## src/rtl/sfd_pkg.sv

```systemverilog
`timescale 1ns / 1ps

package sfd_pkg;

   localparam int CNT_W      = 32;
   localparam int OUT_CNT_W  = 32;
   localparam int BYTE_W     = 8;
   localparam int LEN_W      = 16;
   localparam int REQ_DATA_W = 8;
   localparam int REQ_USER_W = 2;
   localparam int RSP_DATA_W = 2 * BYTE_W - BYTE_W + 2 * LEN_W + 4 * OUT_CNT_W;
   localparam int RSP_USER_W = 3;
   localparam int CSR_ADDR_W = 3;
   localparam int CSR_DATA_W = 32;

   localparam logic [BYTE_W-1:0] FL_MOD = 8'hFF;
   localparam logic [15:0] MAX_LEN_RESET = 16'd255;

   typedef enum logic [2:0] {
      PH_MAGIC_HI = 3'd0,
      PH_MAGIC_LO = 3'd1,
      PH_LEN_HI   = 3'd2,
      PH_LEN_LO   = 3'd3,
      PH_PAYLOAD  = 3'd4,
      PH_CK_HI    = 3'd5,
      PH_CK_LO    = 3'd6
   } phase_type;

   typedef enum logic [1:0] {
      CMD_BYTE         = 2'd0,
      CMD_PARSER_RESET = 2'd1,
      CMD_CLEAR_STATS  = 2'd2
   } cmd_type;

   typedef enum logic [0:0] {
      CSR_MAGIC   = 1'b0,
      CSR_MAX_LEN = 1'b1
   } csr_reg_type;

   // (a + b) mod 255 for a < 255, b <= 255; the sum stays below 510.
   function automatic logic [BYTE_W-1:0] mod255_add(input logic [BYTE_W-1:0] a,
                                                    input logic [BYTE_W-1:0] b);
      logic [BYTE_W:0] s;
      s = {1'b0, a} + {1'b0, b};
      if (s >= {1'b0, FL_MOD}) begin
         s = s - {1'b0, FL_MOD};
      end
      return s[BYTE_W-1:0];
   endfunction

endpackage

```

## src/rtl/serial_frame_deframer.sv

```systemverilog
`timescale 1ns / 1ps

// Byte-serial frame deframer with a Fletcher-16 check.
// req channel: one transfer per item; req_tuser is the command (0 byte,
// 1 reset parser, 2 clear statistics), req_tdata the received byte.
// rsp channel: exactly one transfer per req transfer, in order. rsp_tuser
// flags payload byte, frame end and good frame; rsp_tdata carries the byte,
// its index, the good frame length and the four statistics counters as
// they stand after the item.
// The result is registered and shown in the cycle after its req transfer. The
// parser state and the Fletcher sums update on the same edge, so one item is
// taken every cycle while rsp_tready stays high.
// When the receiver stalls, the result register holds and req_tready drops
// until the result is taken; a new item enters in the same cycle the old
// result leaves.
// Reset clears the parser and the counters, empties the result register,
// sets the magic word to 0 and the length limit to 255; req_tready is low
// in reset.
// The csr port (APB) holds the magic word at 0x0 and the length limit at
// 0x4; write it only while no item is in flight.
module serial_frame_deframer (
   input  logic                               clock,
   input  logic                               reset,
   input  logic                               req_tvalid,
   output logic                               req_tready,
   // [7:0] rx_byte
   input  logic [sfd_pkg::REQ_DATA_W-1:0]     req_tdata,
   // [1:0] command
   input  logic [sfd_pkg::REQ_USER_W-1:0]     req_tuser,
   output logic                               rsp_tvalid,
   input  logic                               rsp_tready,
   // [7:0] data_byte, [23:8] data_index, [39:24] frame_length,
   // [71:40] frames_ok_count, [103:72] checksum_error_count,
   // [135:104] length_error_count, [167:136] resync_count
   output logic [sfd_pkg::RSP_DATA_W-1:0]     rsp_tdata,
   // [0] data_valid, [1] frame_end, [2] frame_good
   output logic [sfd_pkg::RSP_USER_W-1:0]     rsp_tuser,
   input  logic                               csr_psel,
   input  logic                               csr_penable,
   input  logic                               csr_pwrite,
   input  logic [sfd_pkg::CSR_ADDR_W-1:0]     csr_paddr,
   input  logic [sfd_pkg::CSR_DATA_W-1:0]     csr_pwdata,
   output logic [sfd_pkg::CSR_DATA_W-1:0]     csr_prdata,
   output logic                               csr_pready
);

   localparam int BW = sfd_pkg::BYTE_W;
   localparam int LW = sfd_pkg::LEN_W;
   localparam int CW = sfd_pkg::CNT_W;
   localparam int OW = sfd_pkg::OUT_CNT_W;

   // configuration
   logic [LW-1:0] magic_ff, magic_in;
   logic [LW-1:0] max_len_ff, max_len_in;
   logic          csr_wr;
   sfd_pkg::csr_reg_type csr_sel;

   // parser state
   sfd_pkg::phase_type phase_ff, phase_in;
   logic [LW-1:0] len_ff, len_in;
   logic [LW-1:0] taken_ff, taken_in;
   logic [BW-1:0] ck_hi_ff, ck_hi_in;
   logic [BW-1:0] sum_lo_ff, sum_lo_in;
   logic [BW-1:0] sum_hi_ff, sum_hi_in;
   logic [CW-1:0] good_ff, good_in;
   logic [CW-1:0] bad_ck_ff, bad_ck_in;
   logic [CW-1:0] bad_len_ff, bad_len_in;
   logic [CW-1:0] skip_ff, skip_in;

   // result register
   logic                           rsp_valid_ff, rsp_valid_in;
   logic [sfd_pkg::RSP_DATA_W-1:0] rsp_data_ff, rsp_data_in;
   logic [sfd_pkg::RSP_USER_W-1:0] rsp_user_ff, rsp_user_in;

   logic             req_fire;
   logic             rsp_fire;
   sfd_pkg::cmd_type cmd;
   logic [BW-1:0]    rx;
   logic [BW-1:0]    marker_hi;
   logic [BW-1:0]    marker_lo;
   logic [LW-1:0]    len_full;
   logic             len_bad;
   logic [LW-1:0]    taken_inc;
   logic [BW-1:0]    sum_lo_next;
   logic             ck_match;

   logic          res_dv;
   logic [BW-1:0] res_byte;
   logic [LW-1:0] res_index;
   logic          res_end;
   logic          res_good;
   logic [LW-1:0] res_len;

   assign req_tready = !reset && (!rsp_valid_ff || rsp_tready);
   assign req_fire   = req_tvalid && req_tready;
   assign rsp_fire   = rsp_valid_ff && rsp_tready;

   assign cmd       = sfd_pkg::cmd_type'(req_tuser);
   assign rx        = req_tdata;
   assign marker_hi = magic_ff[LW-1:BW];
   assign marker_lo = magic_ff[BW-1:0];

   assign len_full    = {len_ff[LW-1:BW], rx};
   assign len_bad     = (len_full == '0) || (len_full > max_len_ff);
   assign taken_inc   = taken_ff + LW'(1);
   assign sum_lo_next = sfd_pkg::mod255_add(sum_lo_ff, rx);
   assign ck_match    = ({sum_hi_ff, sum_lo_ff} == {ck_hi_ff, rx});

   // CSR access
   assign csr_pready = 1'b1;
   assign csr_wr     = csr_psel && csr_penable && csr_pwrite && csr_pready;
   assign csr_sel    = sfd_pkg::csr_reg_type'(csr_paddr[2]);

   always_comb begin
      magic_in   = magic_ff;
      max_len_in = max_len_ff;
      if (csr_wr) begin
         unique case (csr_sel)
            sfd_pkg::CSR_MAGIC:   magic_in   = csr_pwdata[LW-1:0];
            sfd_pkg::CSR_MAX_LEN: max_len_in = csr_pwdata[LW-1:0];
            default: ;
         endcase
      end
   end

   always_comb begin
      unique case (csr_sel)
         sfd_pkg::CSR_MAGIC:   csr_prdata = sfd_pkg::CSR_DATA_W'(magic_ff);
         sfd_pkg::CSR_MAX_LEN: csr_prdata = sfd_pkg::CSR_DATA_W'(max_len_ff);
         default:              csr_prdata = '0;
      endcase
   end

   // next parse phase
   always_comb begin
      phase_in = phase_ff;
      if (req_fire) begin
         unique case (cmd)
            sfd_pkg::CMD_PARSER_RESET: phase_in = sfd_pkg::PH_MAGIC_HI;
            sfd_pkg::CMD_BYTE: begin
               unique case (phase_ff)
                  sfd_pkg::PH_MAGIC_LO: begin
                     if (rx == marker_lo) begin
                        phase_in = sfd_pkg::PH_LEN_HI;
                     end else if (rx != marker_hi) begin
                        phase_in = sfd_pkg::PH_MAGIC_HI;
                     end
                  end
                  sfd_pkg::PH_LEN_HI: phase_in = sfd_pkg::PH_LEN_LO;
                  sfd_pkg::PH_LEN_LO: begin
                     phase_in = len_bad ? sfd_pkg::PH_MAGIC_HI : sfd_pkg::PH_PAYLOAD;
                  end
                  sfd_pkg::PH_PAYLOAD: begin
                     if (taken_inc == len_ff) begin
                        phase_in = sfd_pkg::PH_CK_HI;
                     end
                  end
                  sfd_pkg::PH_CK_HI: phase_in = sfd_pkg::PH_CK_LO;
                  sfd_pkg::PH_CK_LO: phase_in = sfd_pkg::PH_MAGIC_HI;
                  // hunt for the magic high byte, also for the unused code
                  default: begin
                     phase_in = (rx == marker_hi) ? sfd_pkg::PH_MAGIC_LO
                                                  : sfd_pkg::PH_MAGIC_HI;
                  end
               endcase
            end
            default: ;
         endcase
      end
   end

   // datapath, counters and result fields
   always_comb begin
      len_in     = len_ff;
      taken_in   = taken_ff;
      ck_hi_in   = ck_hi_ff;
      sum_lo_in  = sum_lo_ff;
      sum_hi_in  = sum_hi_ff;
      good_in    = good_ff;
      bad_ck_in  = bad_ck_ff;
      bad_len_in = bad_len_ff;
      skip_in    = skip_ff;
      res_dv     = 1'b0;
      res_byte   = '0;
      res_index  = '0;
      res_end    = 1'b0;
      res_good   = 1'b0;
      res_len    = '0;
      if (req_fire) begin
         unique case (cmd)
            sfd_pkg::CMD_PARSER_RESET: begin
               len_in    = '0;
               taken_in  = '0;
               ck_hi_in  = '0;
               sum_lo_in = '0;
               sum_hi_in = '0;
            end
            sfd_pkg::CMD_CLEAR_STATS: begin
               good_in    = '0;
               bad_ck_in  = '0;
               bad_len_in = '0;
               skip_in    = '0;
            end
            sfd_pkg::CMD_BYTE: begin
               unique case (phase_ff)
                  sfd_pkg::PH_MAGIC_LO: begin
                     // a repeated high byte still counts as a start
                     if (rx == marker_lo) begin
                        skip_in = skip_ff;
                     end else if (rx == marker_hi) begin
                        skip_in = skip_ff + CW'(1);
                     end else begin
                        skip_in = skip_ff + CW'(2);
                     end
                  end
                  sfd_pkg::PH_LEN_HI: len_in = {rx, BW'(0)};
                  sfd_pkg::PH_LEN_LO: begin
                     len_in = len_full;
                     if (len_bad) begin
                        bad_len_in = bad_len_ff + CW'(1);
                     end else begin
                        taken_in  = '0;
                        sum_lo_in = '0;
                        sum_hi_in = '0;
                     end
                  end
                  sfd_pkg::PH_PAYLOAD: begin
                     res_dv    = 1'b1;
                     res_byte  = rx;
                     res_index = taken_ff;
                     sum_lo_in = sum_lo_next;
                     sum_hi_in = sfd_pkg::mod255_add(sum_hi_ff, sum_lo_next);
                     taken_in  = taken_inc;
                  end
                  sfd_pkg::PH_CK_HI: ck_hi_in = rx;
                  sfd_pkg::PH_CK_LO: begin
                     res_end = 1'b1;
                     if (ck_match) begin
                        good_in  = good_ff + CW'(1);
                        res_good = 1'b1;
                        res_len  = len_ff;
                     end else begin
                        bad_ck_in = bad_ck_ff + CW'(1);
                     end
                  end
                  default: begin
                     if (rx != marker_hi) begin
                        skip_in = skip_ff + CW'(1);
                     end
                  end
               endcase
            end
            default: ;
         endcase
      end
   end

   // result register: load on a req transfer, drop after the rsp transfer
   always_comb begin
      rsp_valid_in = rsp_valid_ff;
      rsp_data_in  = rsp_data_ff;
      rsp_user_in  = rsp_user_ff;
      if (req_fire) begin
         rsp_valid_in = 1'b1;
         rsp_data_in  = {OW'(skip_in), OW'(bad_len_in), OW'(bad_ck_in), OW'(good_in),
                         res_len, res_index, res_byte};
         rsp_user_in  = {res_good, res_end, res_dv};
      end else if (rsp_fire) begin
         rsp_valid_in = 1'b0;
      end
   end

   always_ff @(posedge clock) begin
      if (reset) begin
         magic_ff     <= '0;
         max_len_ff   <= sfd_pkg::MAX_LEN_RESET;
         phase_ff     <= sfd_pkg::PH_MAGIC_HI;
         len_ff       <= '0;
         taken_ff     <= '0;
         ck_hi_ff     <= '0;
         sum_lo_ff    <= '0;
         sum_hi_ff    <= '0;
         good_ff      <= '0;
         bad_ck_ff    <= '0;
         bad_len_ff   <= '0;
         skip_ff      <= '0;
         rsp_valid_ff <= 1'b0;
      end else begin
         magic_ff     <= magic_in;
         max_len_ff   <= max_len_in;
         phase_ff     <= phase_in;
         len_ff       <= len_in;
         taken_ff     <= taken_in;
         ck_hi_ff     <= ck_hi_in;
         sum_lo_ff    <= sum_lo_in;
         sum_hi_ff    <= sum_hi_in;
         good_ff      <= good_in;
         bad_ck_ff    <= bad_ck_in;
         bad_len_ff   <= bad_len_in;
         skip_ff      <= skip_in;
         rsp_valid_ff <= rsp_valid_in;
      end
   end

   always_ff @(posedge clock) begin
      rsp_data_ff <= rsp_data_in;
      rsp_user_ff <= rsp_user_in;
   end

   assign rsp_tvalid = rsp_valid_ff;
   assign rsp_tdata  = rsp_data_ff;
   assign rsp_tuser  = rsp_user_ff;

endmodule

```

## config.mk

```make
export PLATFORM = sky130hd
export DESIGN_NAME = serial_frame_deframer
export DESIGN_NICKNAME = d
export VERILOG_FILES = /design/src/rtl/sfd_pkg.sv /design/src/rtl/serial_frame_deframer.sv
export SDC_FILE = /design/constraint.sdc
export NUM_CORES = 1
export LEC_CHECK = 0
export BUFFER_PORTS_ARGS = -buffer_cell sky130_fd_sc_hd__buf_2
export CORE_ASPECT_RATIO = 1.4
export CORE_MARGIN = 2
export CORE_UTILIZATION = 45
export CTS_BUF_LIST = sky130_fd_sc_hd__clkbuf_4 sky130_fd_sc_hd__clkbuf_8
export DETAILED_ROUTE_END_ITERATION = 10
export PLACE_DENSITY = 0.75
export SLEW_MARGIN = 20
export SYNTH_ARGS = -nofsm -noshare
export SYNTH_HDL_FRONTEND = slang
export SYNTH_SLANG_ARGS = --single-unit
```

## constraint.sdc

```tcl
create_clock -name clock -period 15.7 [get_ports clock]
set_clock_uncertainty 0.1 [all_clocks]
set_input_delay 0.785 -clock clock [delete_from_list [all_inputs] [get_ports clock]]
set_output_delay 0.785 -clock clock [all_outputs]
set_load 0.005 [all_outputs]
```

# Yosys cells after proc, flatten, opt, wreduce, memory -nomap -nowiden
# Cells that the tools add are included.
# Widths: inputs -> output; s select.
[word_totals]
input_bits = 52
ff_bits = 391
[op_classes]
bitwise_logic = 1
order_cmp = 3
mux = 45
n_addsub = 10
reduce_logical = 24
eq_ne = 21
[ops]
columns = ["op", "n"]
rows = [
  ["$mux 32", 13],
  ["$pmux 32 s2", 6],
  ["$add 32x1->32 const B", 4],
  ["$pmux 16 s2", 4],
  ["$pmux 8 s2", 5],
  ["$add 32x2->32 const B", 1],
  ["$eq 16x16->1", 2],
  ["$mux 8", 4],
  ["$add 8x8->9", 2],
  ["$ge 9x8->1 const B", 2],
  ["$pmux 3 s6", 1],
  ["$add 16x1->16 const B", 1],
  ["$eq 8x8->1", 2],
  ["$gt 16x16->1", 1],
  ["$logic_not 16->1", 1],
  ["$mux 16", 1],
  ["$sub 8x8->8 const B", 2],
  ["$mux 3", 4],
  ["$ne 3x3->1 const B", 4],
  ["$reduce_and 4->1", 3],
  ["$eq 3x3->1 const B", 3],
  ["$reduce_and 3->1", 3],
  ["$ne 8x8->1", 1],
  ["$reduce_and 2->1", 4],
  ["other kinds (15)", 30],
]

# Depth between registers and ports, before layout
[logic_depth]
word_depth = 8
depth_mapped = 19
mapped_depth_nobuf = 19

# Worst setup path after synthesis
# OpenSTA, ideal clock, no wires.
[synth_timing]
path_kind = "input -> register"
from = "in reset"
to = "reg rsp_data_ff (netlist bit rsp_tdata[103]), data pin"
slack_ns = 8.820
cell_stages = 11
arrival_time_ns = 6.514
path_buffers = 2
cell_sequence = "buf_2 -> inv_2 -> nand3_1 -> inv_1 -> nand2b_1 -> or4b_1 -> buf_2 -> nor3_2 -> or3b_1 -> xor2_1 -> nor2_1"
[synth_via]
elab_chain_cells = 4
[synth_lines]
columns = ["element", "line_no", "text"]
rows = [
  ["start: declaration", "serial_frame_deframer.sv:23", "input logic reset,"],
  ["$logic_not 1->1", "serial_frame_deframer.sv:94", "assign req_tready = !reset && (!rsp_valid_ff || rsp_tready);"],
  ["$logic_and 1x1->1", "serial_frame_deframer.sv:94", ""],
  ["$logic_and 1x1->1", "serial_frame_deframer.sv:95", "assign req_fire = req_tvalid && req_tready;"],
  ["named net req_fire", "serial_frame_deframer.sv:75", "logic req_fire;"],
  ["$mux 32", "serial_frame_deframer.sv:189", "if (req_fire) begin"],
  ["named net bad_ck_in[31]", "serial_frame_deframer.sv:66", "logic [CW-1:0] bad_ck_ff, bad_ck_in;"],
  ["end signal: assignment", "serial_frame_deframer.sv:306", "rsp_data_ff <= rsp_data_in;"],
  ["end: declaration", "serial_frame_deframer.sv:72", "logic [sfd_pkg::RSP_DATA_W-1:0] rsp_data_ff, rsp_data_in;"],
]
# The timed path passes the listed nets, and every way through them passes these cells.
# A chain may end at the register's enable or synchronous reset.

# Worst setup path after layout
[layout_timing]
from = "in req_tdata[0] in the netlist's numbering"
to = "reg sum_hi_ff[5]"
[layout_via]
elab_chain_cells = 8
word_cells_on_any_way = 15
[layout_lines]
columns = ["element", "line_no", "text"]
rows = [
  ["start: declaration", "serial_frame_deframer.sv:27", "input logic [sfd_pkg::REQ_DATA_W-1:0] req_tdata,"],
  ["$add 8x8->9", "sfd_pkg.sv:44", "s = {1'b0, a} + {1'b0, b};"],
  ["$sub 8x8->8 or $ge 9x8->1 (tied branches)", "sfd_pkg.sv:46, sfd_pkg.sv:45", ""],
  ["$mux 8", "sfd_pkg.sv:45", "if (s >= {1'b0, FL_MOD}) begin"],
  ["$add 8x8->9", "sfd_pkg.sv:44", ""],
  ["$sub 8x8->8 or $ge 9x8->1 (tied branches)", "sfd_pkg.sv:46, sfd_pkg.sv:45", ""],
  ["$mux 8", "sfd_pkg.sv:45", ""],
  ["$pmux 8 s2", "serial_frame_deframer.sv:205", "unique case (phase_ff)"],
  ["$pmux 8 s2", "serial_frame_deframer.sv:190", "unique case (cmd)"],
  ["end signal: assignment", "serial_frame_deframer.sv:296", "sum_hi_ff <= sum_hi_in;"],
  ["end: declaration", "serial_frame_deframer.sv:64", "logic [BW-1:0] sum_hi_ff, sum_hi_in;"],
]
# Parallel ways exist; a longest one is shown, timed or not.

==> results.txt <==
----------------------------------------------------
[CTS]
  Maximum root-to-sink buffer count ... 3
  Register clock-pin slew on the reported worst setup and hold paths ... 0.07 ns
  Post-CTS setup repair buffer count ... 0
  CTS tree ... done
  Number of buffers inserted for hold repair after clock tree synthesis ... 0
  H-tree level count ... 2
  Clock root buffer ... sky130_fd_sc_hd__clkbuf_8
  Clock sink count ... 391
  Clock latency on the worst-skew pair ... 0.63 ns
  Post-CTS sizing ... 0
  Number of buffers inserted during clock tree synthesis ... 60

[Routing]
  Average wire per standard cell ... 18.8 um
  Via count ... 16900
  DRC violation count after routing ... 0
  Number of nets still failing antenna checks after routing ... 0
  Total detailed-routing wirelength ... 54700 um
  DRT iter0 DRCs ... 1133
  Via density per instance ... 5.81
  Number of search-and-repair iterations in the first detailed-routing pass ... 5

[Placed design]
  Dpl hpwl ... 38200 um
  Global placer's final weighted congestion ... 0.932
  PortBufs ... 222
  Worst setup slack before clock tree synthesis ... 9.12 ns

[Synth]
  Number of unique standard cell types used by synthesis ... 86
  Number of synthesized flops with an enable pin ... 171
  Primary FF master, synth ... sky130_fd_sc_hd__dfxtp_1
  Mean post-synth cell area ... 9.24 um^2
  Number of warnings printed during yosys synthesis ... 0
  Share of the yosys chip area belonging to registers ... 0.487
  Synth async-reset ratio ... 0
  Number of register bits inferred by synthesis ... 391
  Synth Instances ... 2121
  Post-Synthesis Cell Area ... 19600 um^2

[Global routing]
  Largest net degree at the start of global routing ... 78
  Vias in the first global route ... 16100
  Number of antenna violations at the first check in global routing ... 1
  Wire length of the first global-routing pass ... 85700 um
  Global-route congestion overflow total ... 0
  Total routing resource utilization after global routing ... 0.233

[Min path]
  Min-Delay Path Class ... primary input to flop
  Worst hold path startpoint ... req_tvalid

[Critical path]
  Worst Path Required ... 16.12 ns
  Beginning of the critical path ... req_tdata[0]
  Crit path largest cell delay ... 0.75 ns
  Worst path arrival time ... 6.48 ns
  Max Fanout on Critical Path ... 8
  Setup crit end kind ... flop
  Critical path launch point type ... primary input
  Critical-path cell list ... buf_2, ha_1, fa_1, a211o_1, a211o_1, a221oi_2, nand2_1, o41ai_2, mux2i_1, inv_1, ha_1, a21o_1, a21oi_1, xor2_1, a211oi_1, nand2_1, o41ai_2, a311o_1, nand2_1
  Top cell by count, worst path ... sky130_fd_sc_hd__nand2_1
  Crit Path Class ... primary input to flop
  Cell with the biggest individual delay on the critical path ... sky130_fd_sc_hd__o41ai_2
  Source of the worst register-to-register timing path ... sum_lo_ff[0]

[Run status]
  Outcome ... finished, final reports clean

[Layout]
  Area occupied by multi-input gates ... 9440 um^2
  Fin util ... 0.522
  FILL cells ... 3880
  Area delta synth->final ... 14.5%
  Area taken by flip-flops and latches ... 9540 um^2
  Final net count ... 2404
  Fraction of final layout cells with drive strength greater than 1 ... 0.169

[Power and ir drop]
  Pwr dens ... 95.1 nW/um^2
  Maximum ir drop on the vdd rail ... 62.7 uV
  Leakage dissipation ... 0.00850 uW

[Timing]
  Unrepaired setup endpoints after global routing ... false
  Number of slew-limit violations in the final report ... 0
  Number of failing hold endpoints at the final stage ... 0
  Final setup violation count ... 0
  Fin worst setup slack ... 9.64 ns
  Crit path time final ... 6.06 ns
  Max frequency ... 0.165 GHz
  Worst-margin pin slew ... 1.20 ns
  Hold_ws ... 0.298 ns
  Total Negative Setup Slacks ... 0 ns
  Crit share post-route ... 0.386
  Headroom to the max-slew limit ... 0.201

[Die]
  Die span in y ... 251 um
  Die extent in x ... 180 um
  Die area ... 45300 um^2
  Effective utilization at floorplan ... 0.455
  Total number of placement rows ... 90
  Area of the placeable core ... 43000 um^2
  I/O Pins ... 258

[Run]
  Number of maximum-capacitance violations ... 0

----------------------------------------------------
-- through the flow --
step                      cell area, um^2  cells  total power, uW
after floorplan                     19700   2136             1180
after global placement              21100   2800             1230
after detailed placement            21100   2800             1230
after CTS                           22400   2914             2150
after global routing                22400   2915             2200
final                               22400   2915             2130
-- power by group --
group          switching (uW)  internal (uW)
clock                     414            511
sequential               8.05           1080
combinational            80.7           38.2
-- worst paths after layout --
check,end,slack [ns],cells after the start
setup / recovery,sum_hi_ff[5],9.64,19
hold / removal,rsp_tvalid,0.30,3
setup reg to reg,sum_hi_ff[5],9.74,18
hold reg to reg,max_len_ff[14],0.38,2
-- registers in the layout, indices dropped and copies added, names as in the netlist, 8 cells and up --
name        cells
skip_ff        32
ck_hi_ff        8
bad_len_ff     32
magic_ff       16
sum_hi_ff       8
max_len_ff     16
rsp_tdata     168
bad_ck_ff      32
sum_lo_ff       8
taken_ff       16
len_ff         16
good_ff        32
-- per-layer routing --
layer	vias up	track usage	wire, um
met5	-	0	0
met1	8083	0.276	21400
met3	155	0.0335	3260
met2	655	0.410	27400
met4	0	0.122	2670
li1	8048	-	-
-- placed cells by master (no fill, tap or decap), types with 49 or more instances in the layout --
master                     count
sky130_fd_sc_hd__nand2_1     254
sky130_fd_sc_hd__buf_2       221
sky130_fd_sc_hd__dfxtp_1     220
sky130_fd_sc_hd__nor2_1      196
sky130_fd_sc_hd__edfxtp_1    171
sky130_fd_sc_hd__a21oi_1     133
sky130_fd_sc_hd__nand3_1      92
sky130_fd_sc_hd__and3_1       75
sky130_fd_sc_hd__clkbuf_8     73
sky130_fd_sc_hd__xnor2_1      72
sky130_fd_sc_hd__o21ai_0      71
sky130_fd_sc_hd__and2_1       63
sky130_fd_sc_hd__nand4_1      50
sky130_fd_sc_hd__nor3_1       49
-- worst max-delay path, delay by kind of cell --
kind | cells | cell delay, ns
adder cells (fa/ha/maj) | 3 | 1.01
buffers and inverters | 2 | 0.27
multiplexers | 1 | 0.48
XOR/XNOR | 1 | 0.16
AO/OA/AOI/OAI | 9 | 3.32
AND/OR/NAND/NOR | 3 | 0.46
-- logic make-up (layout without fill, tap and decap cells) --
group	count (synthesis)	after routing	share of synthesized area
adders and majority gates	42	42	0.0276
xor gates and xnor gates	105	105	0.0469
muxes	49	49	0.0261
and+or+nand+nor	924	924	0.234
AOI/OAI and AO/OA	438	438	0.142
DFF	391	391	0.487
buffers and inverters	170	396	0.0367
other	2	18	0.000383
-- cell usage after synthesis, types with 5 or more instances --
cell,count,share of area
sky130_fd_sc_hd__a211o_1,7,0.0031
sky130_fd_sc_hd__a211oi_1,14,0.0054
sky130_fd_sc_hd__a21o_1,9,0.0034
sky130_fd_sc_hd__a21oi_1,134,0.034
sky130_fd_sc_hd__a22o_1,13,0.0058
sky130_fd_sc_hd__a22oi_1,7,0.0027
sky130_fd_sc_hd__a31o_2,5,0.0022
sky130_fd_sc_hd__a31oi_1,32,0.010
sky130_fd_sc_hd__a41oi_1,5,0.0022
sky130_fd_sc_hd__and2_1,63,0.020
sky130_fd_sc_hd__and3_1,75,0.024
sky130_fd_sc_hd__and4_1,10,0.0045
sky130_fd_sc_hd__buf_1,11,0.0021
sky130_fd_sc_hd__buf_2,7,0.0018
sky130_fd_sc_hd__buf_4,17,0.0065
sky130_fd_sc_hd__clkbuf_1,93,0.018
sky130_fd_sc_hd__dfxtp_1,220,0.22
sky130_fd_sc_hd__edfxtp_1,171,0.26
sky130_fd_sc_hd__ha_1,40,0.026
sky130_fd_sc_hd__inv_1,39,0.0075
sky130_fd_sc_hd__mux2_2,16,0.0092
sky130_fd_sc_hd__mux2i_1,33,0.017
sky130_fd_sc_hd__nand2_1,254,0.049
sky130_fd_sc_hd__nand2b_1,26,0.0083
sky130_fd_sc_hd__nand3_1,92,0.023
sky130_fd_sc_hd__nand3b_1,8,0.0031
sky130_fd_sc_hd__nand4_1,50,0.016
sky130_fd_sc_hd__nor2_1,201,0.039
sky130_fd_sc_hd__nor2b_1,9,0.0029
sky130_fd_sc_hd__nor3_1,49,0.013
sky130_fd_sc_hd__nor4_1,17,0.0054
sky130_fd_sc_hd__o211ai_1,9,0.0034
sky130_fd_sc_hd__o21a_1,14,0.0054
sky130_fd_sc_hd__o21ai_0,71,0.018
sky130_fd_sc_hd__o21ai_1,45,0.011
sky130_fd_sc_hd__o21bai_1,5,0.0019
sky130_fd_sc_hd__o22ai_1,8,0.0026
sky130_fd_sc_hd__o31ai_1,9,0.0034
sky130_fd_sc_hd__or3_1,37,0.012
sky130_fd_sc_hd__or4_1,7,0.0027
sky130_fd_sc_hd__xnor2_1,72,0.032
sky130_fd_sc_hd__xor2_1,33,0.015
-- final cells by class --
type                    instances  area share
repair buffers                242      0.0563
multi-input cells            1575       0.421
clock buffers                  88      0.0498
diodes                          1    0.000112
flip-flops and latches        391       0.425
clock inverters                26      0.0103
inverters                      40     0.00692
well taps                     552      0.0308
No activity file was read; power rests on OpenSTA's default activity.
